## src/tps_ram.sv

```systemverilog
// ----------------------------------------------------------------------------
// tps_ram: generic simple dual-port RAM
// One write port, one read port with registered read data.
// ----------------------------------------------------------------------------
module tps_ram #(
   parameter int WIDTH = 8,
   parameter int DEPTH = 16
) (
   input  logic                     clock,
   input  logic                     wr_en,
   input  logic [$clog2(DEPTH)-1:0] wr_addr,
   input  logic [WIDTH-1:0]         wr_data,
   input  logic [$clog2(DEPTH)-1:0] rd_addr,
   output logic [WIDTH-1:0]         rd_data
);

   logic [WIDTH-1:0] mem_ff [DEPTH];
   logic [WIDTH-1:0] rd_data_ff;

   always_ff @(posedge clock) begin
      if (wr_en) begin
         mem_ff[wr_addr] <= wr_data;
      end
      rd_data_ff <= mem_ff[rd_addr];
   end

   assign rd_data = rd_data_ff;

endmodule

```

## config.mk

```make
export PLATFORM = sky130hd
export DESIGN_NAME = tps_ram
export DESIGN_NICKNAME = d
export VERILOG_FILES = /design/src/tps_ram.sv
export SDC_FILE = /design/constraint.sdc
export NUM_CORES = 1
export LEC_CHECK = 0
export BUFFER_PORTS_ARGS = -buffer_cell sky130_fd_sc_hd__buf_2
export CAP_MARGIN = 20
export CORE_MARGIN = 2
export CORE_UTILIZATION = 50
export CTS_BUF_LIST = sky130_fd_sc_hd__clkbuf_4
export DETAILED_ROUTE_END_ITERATION = 10
export PLACE_DENSITY = 0.67
export SKIP_LAST_GASP = 1
export SLEW_MARGIN = 30
export SYNTH_ARGS = -nofsm -noshare
export SYNTH_HDL_FRONTEND = slang
export SYNTH_SLANG_ARGS = --single-unit
```

## constraint.sdc

```tcl
create_clock -name clock -period 5 [get_ports clock]
set_clock_uncertainty 0.2 [all_clocks]
set_input_delay 0.25 -clock clock [delete_from_list [all_inputs] [get_ports clock]]
set_output_delay 0.25 -clock clock [all_outputs]
set_load 0.02 [all_outputs]
```

-- Word-level counts from Yosys, hierarchy flattened
Memory sizes are Yosys's and may differ from the RTL's. A register that Yosys moved wholly into a read port is not among the register bits.
Index checks and enable logic that the tools add are counted.
- multiplexer cells: 2
- operator list (kind ; count):
    two-way mux 1 bit ; 2
- flip-flop bits (word level): 0
- memory bits (writable): 128
- input bits: 18
- word-level logic and storage cells: 3
- memories: 1
- memory list (name ; words ; bits a word ; rd ports ; clocked after memory_dff ; wr ports ; line ; source):
    mem_ff ; 16 ; 8 ; 1 ; 1 ; 1 ; 17 ; logic [WIDTH-1:0] mem_ff [DEPTH];

-- Depth between registers and ports, before layout
- word-level depth: 2
- depth in mapped cells: 5
- depth with buffers taken out: 3

-- Worst setup path before layout
No wires, ideal clock.
- path kind: input-to-reg
- from: input port wr_addr[2]
- to: memory mem_ff[0][0], enable pin
- arrival time: 1.360 ns
- required time: 4.417 ns
- slack: 3.057 ns
- cell stages on the path: 2
- buffers on the path: 0
- path through: or3b_2 > nor3_1
- RTL lines (what ; line ; source):
    start: declaration ; 11 ; input logic [$clog2(DEPTH)-1:0] wr_addr,
    end: declaration ; 17 ;
Straight into the memory's write port.

-- Final worst setup path
- from: input port wr_addr[1]
- to: memory mem_ff[0][3], enable pin
Straight into the memory's write port.

==> results.cfg <==
[critical_path]
endpoint_kind = flip-flop
crit_path_max_fanout = 8
cp-start-kind = input port
cp_top_family = buffers and inverters
critical_path_class = in2reg
required_ps = 4980
worstPathArrival_ps = 1980
path_depth = 4
crit_top_cell = dlygate4sd3_1
cp.buffers_inverters = 3
slowest_delay_ps = 850
worstRegToRegCells = 3
cp_cell_sequence = dlygate4sd3_1 -> buf_2 -> nor3_2 -> dlygate4sd3_1
slowest_stage = dlygate4sd3_1

[layout]
fin_nets = 294
areaGrowthSynthToFinish_pct = 12.2
num_antenna_cells = 0
regArea_sq_um = 4000
drive_gt1_share_pct = 26.3
multi_input_area_sq_um = 1070
fill_cells = 761

[detailed_routing]
viasPerCell = 5.52
routed_wl_microns = 9010
drc = 0
vias = 2347
met2WireLength_microns = 4490
wl_met3_microns = 424
ant_nets = 0
drt_pass1_iterations = 7
highest-signal-layer = met4
wl_per_cell_microns = 21.2
dr.first_iter.drc_count = 156
wl_met1_microns = 4010

[synth]
ys_warn_count = 0
syn-num-nets = 247
syn_area_per_cell_sq_um = 22.5
synth-seq-cells = 136
synth-seq-area-share_pct = 77.8
ys_types = 19
netlist_area_sq_um = 5150
netlist_instances = 229

[worst_hold_path]
worstHoldPathType = in2reg
hold_depth = 4

[clock_tree]
cts-root-buf = clkbuf_4
clk_latency_ps = 520
cts_resized = 0
cts_tree = yes
cts_buffer_depth = 2
post_cts_buffers = 0
clock_sinks = 136
htreeDepth = 4
cts_buffers = 17
path_clk_slew_ps = 100
ctsHoldBuffers = 11

[grt]
antenna_found_initial = 0
grt_pass1_wl_microns = 14000
overflow = 0
grt_pass1_vias = 2436
grt_max_degree = 33
grt_usage_pct = 18.3

[floorplan]
rows = 37
fp.dieArea_sq_um = 11100
floorplan.initialDensity_pct = 50.8
die_w_microns = 105
die_h_microns = 105
io_pins = 26
core_sq_um = 10100

[timing]
rsz0062_at_grt = no
fin_ws_ps = 3000
fmax_mhz = 499
holdWs_ps = 90.9
min_period_ps = 2000
totalNegativeSetupSlack_ps = 0
period_share_pct = 40.0
setup_viol = 0
hold_viol = 0
slew_viol_final = 0
tightest_slew_ps = 966
relSlewSlack_pct = 35.4

[power_and_ir_drop]
power_w = 0.00211
cellPowerDensity_nw_per_um2 = 366
p_leak_nw = 1.91
vdd_drop_max_v = 0.000168

[place]
dpl_worst_slack_ps = 2800
gp_congestion = 0.724
numPortBuffers = 25
dp_hpwl_microns = 5480

[run_status]
status = completed

[flow_run]
cap_viol_max_count = 0
-- state kept, by name, summed over array words and instances, names as in the netlist --
signal / flops
mem_ff: 128
rd_data: 8
-- path summary, 6_finish.rpt --
path                          start                endpoint  slack (ps)
min                      rd_addr[3]      rd_data[2]$_DFF_P_          90
min reg2reg  mem_ff[4][2]$_DFFE_PP_      rd_data[2]$_DFF_P_         480
max reg2reg  mem_ff[9][4]$_DFFE_PP_      rd_data[4]$_DFF_P_        3420
max                      wr_addr[1]  mem_ff[0][3]$_DFFE_PP_        3000
-- cell type report --
class,count,share of cell area [%]
timing repair buffer,38,4.38
sequential,136,69.3
clock buffer,20,2.60
tap,136,2.95
clock inverter,12,2.30
multi-input combinational,83,18.5
-- per-layer routing --
| metal | GRT usage (%) | up-vias |
|---|---|---|
| met5 | 0 | - |
| met4 | 6.00 | 0 |
| met3 | 6.49 | 9 |
| met2 | 27.6 | 63 |
| met1 | 25.1 | 1203 |
| li1 | - | 1072 |
-- cell families after synthesis --
family | share of synthesized area [%]
mux | 15.0
flops | 77.8
buf+inv | 1.68
compound gates | 2.33
simple gates | 3.18
-- tightest hold or removal path: stages --
cell     delay [ps]
buf_2           100
nor2_1          150
a22oi_1         210
nand2_1          60
-- stage by stage --
stage	std cells	instance area (sq um)	util (%)
2_1_floorplan	229	5150	-
3_3_place_gp	382	5380	53.0
3_5_place_dp	382	5380	53.1
4_1_cts	425	5780	57.0
5_1_grt	425	5780	57.0
6_report	425	5780	57.0
-- placed cells by master, fill, tap and decap left out, types with 3 or more instances in the layout --
cell type	synthesis	final
a22oi_1	16	16
buf_2	3	24
buf_4	1	3
bufinv_16	0	3
clkbuf_4	0	20
clkinv_1	0	4
clkinv_2	0	4
dfxtp_1	8	8
dlygate4sd3_1	0	11
edfxtp_1	128	128
mux4_1	14	14
mux4_2	18	18
nand2_1	9	9
nor2_1	13	13
-- where the power goes --
group	leakage [nW]	total, W	switching (W)	internal [W]
clock network	0.156	0.000714	0.000360	0.000353
logic	0.533	0.000122	0.0000708	0.0000511
registers	1.22	0.00128	0.00000686	0.00127
total	1.91	0.00211	0.000438	0.00168
-- cell usage after synthesis --
library cell	count	area, sq um
nor3_1	4	20.0
mux4_1	14	368
and2_1	1	6.26
nor2b_1	1	6.26
edfxtp_1	128	3840
nand2_1	9	33.8
mux4_2	18	405
nor2_1	13	48.8
buf_2	3	15.0
and2b_1	1	7.51
buf_6	3	33.8
a22oi_1	16	120
dfxtp_1	8	160
nand3_1	1	5.00
or3b_2	1	8.76
nand3b_1	2	15.0
clkdlybuf4s25_2	3	30.0
buf_4	1	7.51
nand2b_1	2	12.5
(Power assumes the default switching activity.)
