`config.mk`:
```
export PLATFORM = sky130hd
export DESIGN_NAME = tps_scan_unit
export DESIGN_NICKNAME = d
export VERILOG_FILES = /design/src/tps_pkg.sv /design/src/tps_scan_unit.sv
export SDC_FILE = /design/constraint.sdc
export NUM_CORES = 1
export LEC_CHECK = 0
export ABC_AREA = 1
export BUFFER_PORTS_ARGS = -buffer_cell sky130_fd_sc_hd__buf_2
export CELL_PAD_IN_SITES_DETAIL_PLACEMENT = 0
export CELL_PAD_IN_SITES_GLOBAL_PLACEMENT = 1
export CORE_MARGIN = 2
export CORE_UTILIZATION = 39
export DETAILED_ROUTE_END_ITERATION = 6
export PLACE_DENSITY = 0.78
export SETUP_SLACK_MARGIN = 0.3
export SKIP_LAST_GASP = 1
export SLEW_MARGIN = 20
export SYNTH_ARGS = -nofsm -noshare
export SYNTH_HDL_FRONTEND = slang
export SYNTH_SLANG_ARGS = --single-unit
```
`constraint.sdc`:
```
create_clock -name clock -period 4.8 [get_ports clock]
set_input_delay 0.96 -clock clock [delete_from_list [all_inputs] [get_ports clock]]
set_output_delay 0.96 -clock clock [all_outputs]
set_load 0.005 [all_outputs]
```
`src/tps_pkg.sv`:
```
// ----------------------------------------------------------------------------
// tps_pkg: shared types and constants for the task priority selector
// Opcodes, sequencer states, port widths and the scan unit control word.
// ----------------------------------------------------------------------------
package tps_pkg;

   localparam int OPCODE_BITS      = 2;
   localparam int TASK_INDEX_BITS  = 8;
   localparam int OWNER_PORT_BITS  = 16;
   localparam int PRIO_PORT_BITS   = 30;

   localparam int TASK_SLOTS_DEFAULT = 256;
   localparam int PRIO_BITS_DEFAULT  = 30;
   localparam int OWNER_BITS_DEFAULT = 16;

   typedef enum logic [OPCODE_BITS-1:0] {
      OP_ADD    = 2'd0,
      OP_EDIT   = 2'd1,
      OP_REMOVE = 2'd2,
      OP_EXEC   = 2'd3
   } opcode_type;

   typedef enum logic [2:0] {
      ST_CLEAR,
      ST_IDLE,
      ST_UPDATE,
      ST_EDIT_RD,
      ST_EDIT_WR,
      ST_SCAN,
      ST_DRAIN,
      ST_RESULT
   } state_type;

   typedef struct packed {
      logic init;     // drop the running best
      logic cmp_en;   // table word on the read port is live
   } scan_ctrl_type;

endpackage

```
`src/tps_scan_unit.sv`:
```
// ----------------------------------------------------------------------------
// tps_scan_unit: running maximum over the task table
// Compares one table word a cycle against the best so far; ties go to the
// later (higher) slot.
// ----------------------------------------------------------------------------
module tps_scan_unit #(
   parameter int SLOT_BITS  = 8,
   parameter int PRIO_BITS  = 30,
   parameter int OWNER_BITS = 16
) (
   input  logic                   clock,
   input  logic                   reset,
   input  tps_pkg::scan_ctrl_type ctrl,
   input  logic                   entry_valid,
   input  logic [PRIO_BITS-1:0]   entry_prio,
   input  logic [OWNER_BITS-1:0]  entry_owner,
   input  logic [SLOT_BITS-1:0]   entry_slot,
   output logic                   have,
   output logic [SLOT_BITS-1:0]   best_slot,
   output logic [OWNER_BITS-1:0]  best_owner
);

   logic                  have_ff,  have_in;
   logic [PRIO_BITS-1:0]  prio_ff,  prio_in;
   logic [SLOT_BITS-1:0]  slot_ff,  slot_in;
   logic [OWNER_BITS-1:0] owner_ff, owner_in;
   logic                  take;

   // >= lets the higher slot win a tie, as slots arrive in ascending order
   assign take = ctrl.cmp_en && entry_valid && (!have_ff || entry_prio >= prio_ff);

   always_comb begin
      have_in  = have_ff;
      prio_in  = prio_ff;
      slot_in  = slot_ff;
      owner_in = owner_ff;
      if (ctrl.init) begin
         have_in = 1'b0;
      end else if (take) begin
         have_in  = 1'b1;
         prio_in  = entry_prio;
         slot_in  = entry_slot;
         owner_in = entry_owner;
      end
   end

   always_ff @(posedge clock) begin
      if (reset) begin
         have_ff <= 1'b0;
      end else begin
         have_ff <= have_in;
      end
      prio_ff  <= prio_in;
      slot_ff  <= slot_in;
      owner_ff <= owner_in;
   end

   assign have       = have_ff;
   assign best_slot  = slot_ff;
   assign best_owner = owner_ff;

endmodule
```
Yosys cells after proc, flatten, opt, wreduce, memory -nomap -nowiden --
Index checks and enable logic that the tools add are counted.
Storage, ports and cells: register bits 55, logic and storage cells 12
Cells by class: bitwise gates (word level) 1, reduce and logical (&&, ||, !) cells 6, $lt $le $gt $ge 1
Operator list (count):
- >= comparator 30 bit | 1
- logical AND 1 bit | 2
- AND reduction 2 bit | 1
- OR reduction 2 bit | 1
- zero test 1 bit | 1
- logical OR 1 bit | 1
- inverter 1 bit | 1

Logic depth before layout (Yosys ltp) --
Gate-level depths: netlist (run 1).
word-level depth 4, mapped depth 13, depth with buffers taken out 13

Worst setup path before layout (run 1) --
Ideal clock, no wire load.
path type input -> register, start point in entry_prio[13], end point reg owner_ff[0] (netlist: best_owner[0]), enable pin, data required time 4369 ps, arrival 3410 ps, path buffers 0, stages 11, slack 959 ps, path through ha_1 -> nand2_1 -> nor2_2 -> nand2_2 -> nor2_2 -> nand2_1 -> nand2_1 -> nand2_1 -> nand2_1 -> nand2_1 -> a21oi_2
On the way: longest elaborated chain between the ends 4
Ends and longest elaborated chain:
- from (decl) | RTL line tps_scan_unit.sv:15 | input logic [PRIO_BITS-1:0] entry_prio,
- >= comparator 30 bit | RTL line tps_scan_unit.sv:30 | assign take = ctrl.cmp_en && entry_valid && (!have_ff || entry_prio >= prio_ff);
- logical OR 1 bit | RTL line tps_scan_unit.sv:30
- logical AND 1 bit | RTL line tps_scan_unit.sv:30
- AND reduction 2 bit (no line)
- to (signal assigned) | RTL line tps_scan_unit.sv:55 | owner_ff <= owner_in;
- to (decl) | RTL line tps_scan_unit.sv:26 | logic [OWNER_BITS-1:0] owner_ff, owner_in;
Every way passes these cells. A chain may end at the register's enable or synchronous reset.

Worst setup path in the final report (run 1) --
start point in entry_prio[13], end point reg slot_ff[4] (netlist: best_slot[4]), enable pin
On the way: longest elaborated chain between the ends 4
Ends and longest elaborated chain:
- >= comparator 30 bit | RTL line tps_scan_unit.sv:30
- logical OR 1 bit | RTL line tps_scan_unit.sv:30
- logical AND 1 bit | RTL line tps_scan_unit.sv:30
- AND reduction 2 bit (no line)
- to (signal assigned) | RTL line tps_scan_unit.sv:54 | slot_ff <= slot_in;
- to (decl) | RTL line tps_scan_unit.sv:25 | logic [SLOT_BITS-1:0] slot_ff, slot_in;
Every way passes these cells.

==> metrics.md, run 1 <==
| Metric | Value |
|---|---|
| Max-slew violations | `0` |
| Layout area overhead | `25.6%` |
| Pleak | `1.52 nW` |
| PwrDens | `294 mW/mm²` |
| Overall routing resource usage | `0.121` |
| Crit path max-delay family | `simple AND/OR/NAND/NOR gates` |
| Fmax | `0.339 GHz` |
| Worst path slowest cell | `a21oi_4` |
| Crit path cell chain | `buf_2, ha_1, nand2_1, nor2_2, nand2_2, nor2_2, nand2_1, nand2_1, nand2_1, nand2_1, nand2_1, a21oi_4, buf_12` |
| Avg Cell Area, Syn | `12.1 µm²` |
| First-pass GRT wire length | `6.93 mm` |
| Area of the multi-input gates | `721 µm²` |
| Postcts setup bufs | `0` |
| Antenna violations before repair | `0` |
| Worst slew pin tran | `0.751 ns` |
| Setup TNS Final | `0 ns` |
| Total Nets Final | `388` |
| Mapped Cells | `208` |
| DIE AREA | `0.00713 mm²` |
| Die X | `84.4 µm` |
| Max H-tree Level | `2` |
| Layout cell share with drive strength beyond 1 | `0.317` |
| WP data arrival | `2.95 ns` |
| Std-Cell Rows | `29` |
| Tmin final | `2.95 ns` |
| Most common cell after layout, fill and taps aside | `buf_2` |
| # IOs | `84` |
| Rel. slew slack | `0.498` |
| Initial core utilization | `0.400` |
| Sequential cell area | `0.00164 mm²` |
| Highest-count cells in the layout ignoring fill and taps | `buf_2 (83), edfxtp_1 (54), nand2_1 (47)` |
| Yosys reg bits | `55` |
| Final ANT Viol Nets | `0` |
| Syn Nets | `297` |
| Vias | `1611` |
| DRC | `0` |
| Routed vias/inst | `4.27` |
| Post_cts resized | `0` |
| Status | `complete, no violations` |
| Synthesized cell area | `0.00252 mm²` |
| Syn. warnings | `0` |
| Maximum number of pins on one net before global-route repair | `34` |
| Worst hold path class | `register to register` |
| Vias in the first global route | `1536` |
| Longest Clk Path Bufs | `2` |
| Max stage delay on crit path | `0.62 ns` |
| Final WL | `4.13 mm` |
| Clock sink count | `55` |
| Die height | `84.4 µm` |
| Hold_buf cts | `0` |
| TritonCTS Buffers | `5` |
| Worst VDD drop | `150 µV` |
| Max Cap Viol | `0` |
| FF-to-FF path depth | `13` |
| CP Capture Type | `register` |
| Wire per inst | `10.9 µm` |
| Clock-pin slew of the registers on the worst-case setup and hold paths | `0.10 ns` |
| Hold depth | `3` |
| Core area | `0.00631 mm²` |
| WP depth | `13` |
| Fin crit share | `0.614` |
| WS Path Type | `primary input to register` |
| Port buffer count | `83` |
| Initial DRC count | `23` |
| Clk Latency, worst-skew pair | `0.30 ns` |
| Total power | `0.931 mW` |
| Worst clock skew | `0.00954 ns` |
| Setup violations, final | `0` |
| CTS tree | `yes` |
| WP buf/inv | `2` |
| DRT Pass-1 Iters | `4` |
| Root Buffer | `clkbuf_8` |
| Crit-path most repeated cell | `nand2_1` |
| Final hold violations | `0` |
| Fill count | `589` |
| Sequential-to-total area share from yosys stat | `0.650` |
| Diodes inserted | `0` |
| Grt total ovfl | `0` |
| Critical path data required time | `4.80 ns` |
| Synth cell types | `16` |
| Post-DP HPWL | `3.25 mm` |
| RSZ-0062 raised after global routing | `false` |
| CP Max Fanout | `33` |
| Final GP Congestion | `0.725` |
| Critical Path Source Type | `primary input` |
-- registers in the layout (all words and copies together), names as in the netlist --
name and count:
prio_ff 30, have 1, best_owner 16, best_slot 8
-- synth_stat cells --
cell type	instances	share of area
ha_1	30	0.15
edfxtp_1	54	0.64
nor3_1	2	0.0040
nor2_2	2	0.0050
nand4_1	1	0.0025
nand3b_1	2	0.0059
nand3_1	3	0.0059
nand2_1	47	0.070
nor2_1	9	0.013
a21oi_1	8	0.016
a21oi_2	1	0.0035
nand2_2	1	0.0025
inv_1	45	0.067
dfxtp_1	1	0.0079
or3_1	1	0.0025
o21bai_1	1	0.0030
-- final cells by class --
class | count | share of cell area
timing repair buffer | 84 | 0.137
sequential | 55 | 0.518
clock buffer | 5 | 0.0217
inverter | 45 | 0.0533
multi-input combinational | 108 | 0.227
tap | 77 | 0.0304
clock inverter | 3 | 0.0122
-- path summary, 6_finish.rpt --
check | from | to | slack [ns]
setup / recovery | entry_prio[13] | best_slot[4]$_DFFE_PP_ | 1.85
hold / removal | have$_SDFFE_PP0P_ | have$_SDFFE_PP0P_ | 0.61
hold reg to reg | have$_SDFFE_PP0P_ | have$_SDFFE_PP0P_ | 0.61
setup reg to reg | prio_ff[13]$_DFFE_PP_ | best_slot[4]$_DFFE_PP_ | 2.24
-- tightest hold or removal path, delay by kind of cell, from the launching register on --
family,cells,cell delay (ns)
flops,1,0.34
compound gates,1,0.10
simple gates,1,0.10
buf+inv,1,0.03
-- report_power, final --
part           total (mW)  internal, mW  switching [mW]  leakage (nW)
clock               0.299         0.153           0.146        0.0556
sequential          0.546         0.543         0.00297         0.504
combinational      0.0857        0.0409          0.0448         0.966
total               0.931         0.737           0.194          1.52
-- stage by stage --
step	util	setup slack (ns)	cells	instance area (µm²)	hold slack (ns)
floorplan	-	0.959	208	2520	0.568
global placement	0.485	1.50	369	3060	0.596
detailed placement	0.485	1.47	369	3060	0.593
CTS	0.502	1.80	377	3170	0.617
global route	0.502	1.59	377	3170	0.691
finish	0.502	1.85	377	3170	0.608
-- metal layers --
layer  up-vias  share of wire  GRT usage
li1        867              -          -
met4         0          0.012     0.0346
met1       673           0.48      0.164
met2        65           0.41      0.184
met3         6           0.10     0.0452
met5         -              0          0
-- cells by family after synthesis --
group | after synthesis | synth area share
simple gates | 68 | 0.112
buf+inv | 45 | 0.0669
flops | 55 | 0.650
fa+ha+maj | 30 | 0.149
compound gates | 10 | 0.0223
Power figures use the tool's default switching activity.
==> run 2, diff against run 1 <==
clock period = 2.9 ns   (was 4.8 ns; I/O delays follow)
==> metrics.md, run 2 (same netlist as run 1, synthesis figures left out) <==
| Metric | Value |
|---|---|
| CTS tree | `yes` |
| Worst slew pin tran | `0.356 ns` |
| Die X | `84.4 µm` |
| Clk Latency, worst-skew pair | `0.31 ns` |
| RSZ-0062 raised after global routing | `false` |
| Min-delay src | `entry_owner[5]` |
| FF-to-FF Start | `prio_ff[19]$_DFFE_PP_` |
| Hold_buf cts | `0` |
| Maximum number of pins on one net before global-route repair | `44` |
| Clock-pin slew of the registers on the worst-case setup and hold paths | `0.10 ns` |
| CP Max Fanout | `43` |
| Status | `complete, no violations` |
| Initial DRC count | `61` |
| Worst VDD drop | `252 µV` |
| Reg2Reg Setup Slack | `0.78 ns` |
| Highest-count cells in the layout ignoring fill and taps | `buf_2 (83), edfxtp_1 (54), inv_1 (45)` |
| Worst clock skew | `0.0103 ns` |
| Reg-to-reg endpoint | `prio_ff[7]$_DFFE_PP_` |
| Fin crit share | `0.739` |
| Layout cell share with drive strength beyond 1 | `0.342` |
| WS Path Type | `primary input to register` |
| Initial core utilization | `0.400` |
| PwrDens | `459 mW/mm²` |
| Std-Cell Rows | `29` |
| Gate power share | `0.101` |
| Fmax | `0.467 GHz` |
| Final hold violations | `0` |
| Most common cell after layout, fill and taps aside | `buf_2` |
| Hold slack final | `0.440 ns` |
| Final WL | `4.27 mm` |
| Tmin final | `2.14 ns` |
| Final ANT Viol Nets | `0` |
| Vias | `1659` |
| # IOs | `84` |
| Hold Path End | `best_owner[5]$_DFFE_PP_` |
| DRT Pass-1 Iters | `4` |
| Postcts setup bufs | `0` |
| Port buffer count | `83` |
| Hold depth | `1` |
| Internal power | `1.14 mW` |
| Routed vias/inst | `4.39` |
| Post-DP HPWL | `3.33 mm` |
| Critical path data required time | `2.90 ns` |
| DIE AREA | `0.00713 mm²` |
| Setup TNS Final | `0 ns` |
| Wire per inst | `11.3 µm` |
| Clock power share | `0.286` |
| Clock sink count | `55` |
| TritonCTS Buffers | `5` |
| Die height | `84.4 µm` |
| Grt total ovfl | `0` |
| Overall routing resource usage | `0.124` |
| Core area | `0.00631 mm²` |
| First-pass GRT wire length | `6.98 mm` |
| CP Capture Type | `register` |
| Critical Path Source Type | `primary input` |
| Total Nets Final | `389` |
| Largest reg by FF count | `prio_ff` |
| Max-slew violations | `0` |
| Rel. slew slack | `0.761` |
| Layout area overhead | `27.5%` |
| DRC | `0` |
| Final instance area | `0.00322 mm²` |
| FF-to-FF path depth | `13` |
| Antenna violations before repair | `0` |
| Post_cts resized | `0` |
| Root Buffer | `clkbuf_8` |
| Longest Clk Path Bufs | `2` |
| Pleak | `1.52 nW` |
| Setup violations, final | `0` |
| Vias in the first global route | `1587` |
| Final GP Congestion | `0.756` |
| Sequential share of power | `0.612` |
| Max H-tree Level | `2` |
| Switch share | `0.228` |
| DP Area | `0.00313 mm²` |
| WP data arrival | `2.14 ns` |
| Diodes inserted | `0` |
| Worst hold path class | `primary input to register` |
| P_sw | `0.336 mW` |
| Largest register FFs | `30` |
| Max Cap Viol | `0` |
-- run 2: final cells by class --
class                           instances  area, µm²
Tap cell                               77       96.3
Timing Repair Buffer                   85        443
Sequential cell                        55       1640
Fill cell                             605       3100
Inverter                               45        169
Multi-Input combinational cell        108        778
Clock buffer                            5       68.8
Clock inverter                          3       20.0
-- run 2: per-layer routing --
metal	wire (µm)	share of wire	GRT usage
met1	1930	0.45	0.160
met2	1950	0.46	0.201
met5	0	0	0
met4	72	0.017	0.0476
met3	309	0.072	0.0324
-- run 2: worst max-delay path by stage --
stage	startpoint	endpoint	cells after the start
final	entry_prio[19]	prio_ff[7]$_DFFE_PP_	13
after floorplan	entry_prio[11]	best_owner[0]$_DFFE_PP_	11
after global routing	prio_ff[19]$_DFFE_PP_	prio_ff[5]$_DFFE_PP_	13
after detailed placement	entry_prio[19]	best_owner[5]$_DFFE_PP_	13
after CTS	prio_ff[11]$_DFFE_PP_	prio_ff[0]$_DFFE_PP_	13
after global placement	entry_prio[19]	best_owner[5]$_DFFE_PP_	13
-- run 2: stage by stage --
step / worst slack, ns / total power, mW / utilization / instances
after floorplan: 0.127 / 0.998 / - / 208
after global placement: 0.484 / 1.07 / 0.495 / 370
after detailed placement: 0.445 / 1.08 / 0.495 / 370
after CTS: 0.760 / 1.50 / 0.510 / 378
after global routing: 0.549 / 1.55 / 0.510 / 378
final: 0.757 / 1.48 / 0.510 / 378
-- run 2: critical path, stage by stage --
cell and delay, ns:
buf_2 0.11, ha_1 0.30, nand2_1 0.06, nor2_1 0.19, nand2_1 0.10, nor2_1 0.09, nand2_1 0.05, nand2_1 0.05
nor2_1 0.03, nand2_1 0.06, nand2_2 0.06, a21oi_4 0.18, buf_12 0.25
-- run 2: power by group through the flow --
stage / clock network (mW) / registers [mW] / logic (mW)
after CTS: 0.442 / 0.904 / 0.154
after floorplan: 0 / 0.924 / 0.0734
after detailed placement: 0 / 0.922 / 0.153
after global routing: 0.471 / 0.906 / 0.174
after global placement: 0 / 0.922 / 0.148
final: 0.423 / 0.904 / 0.150
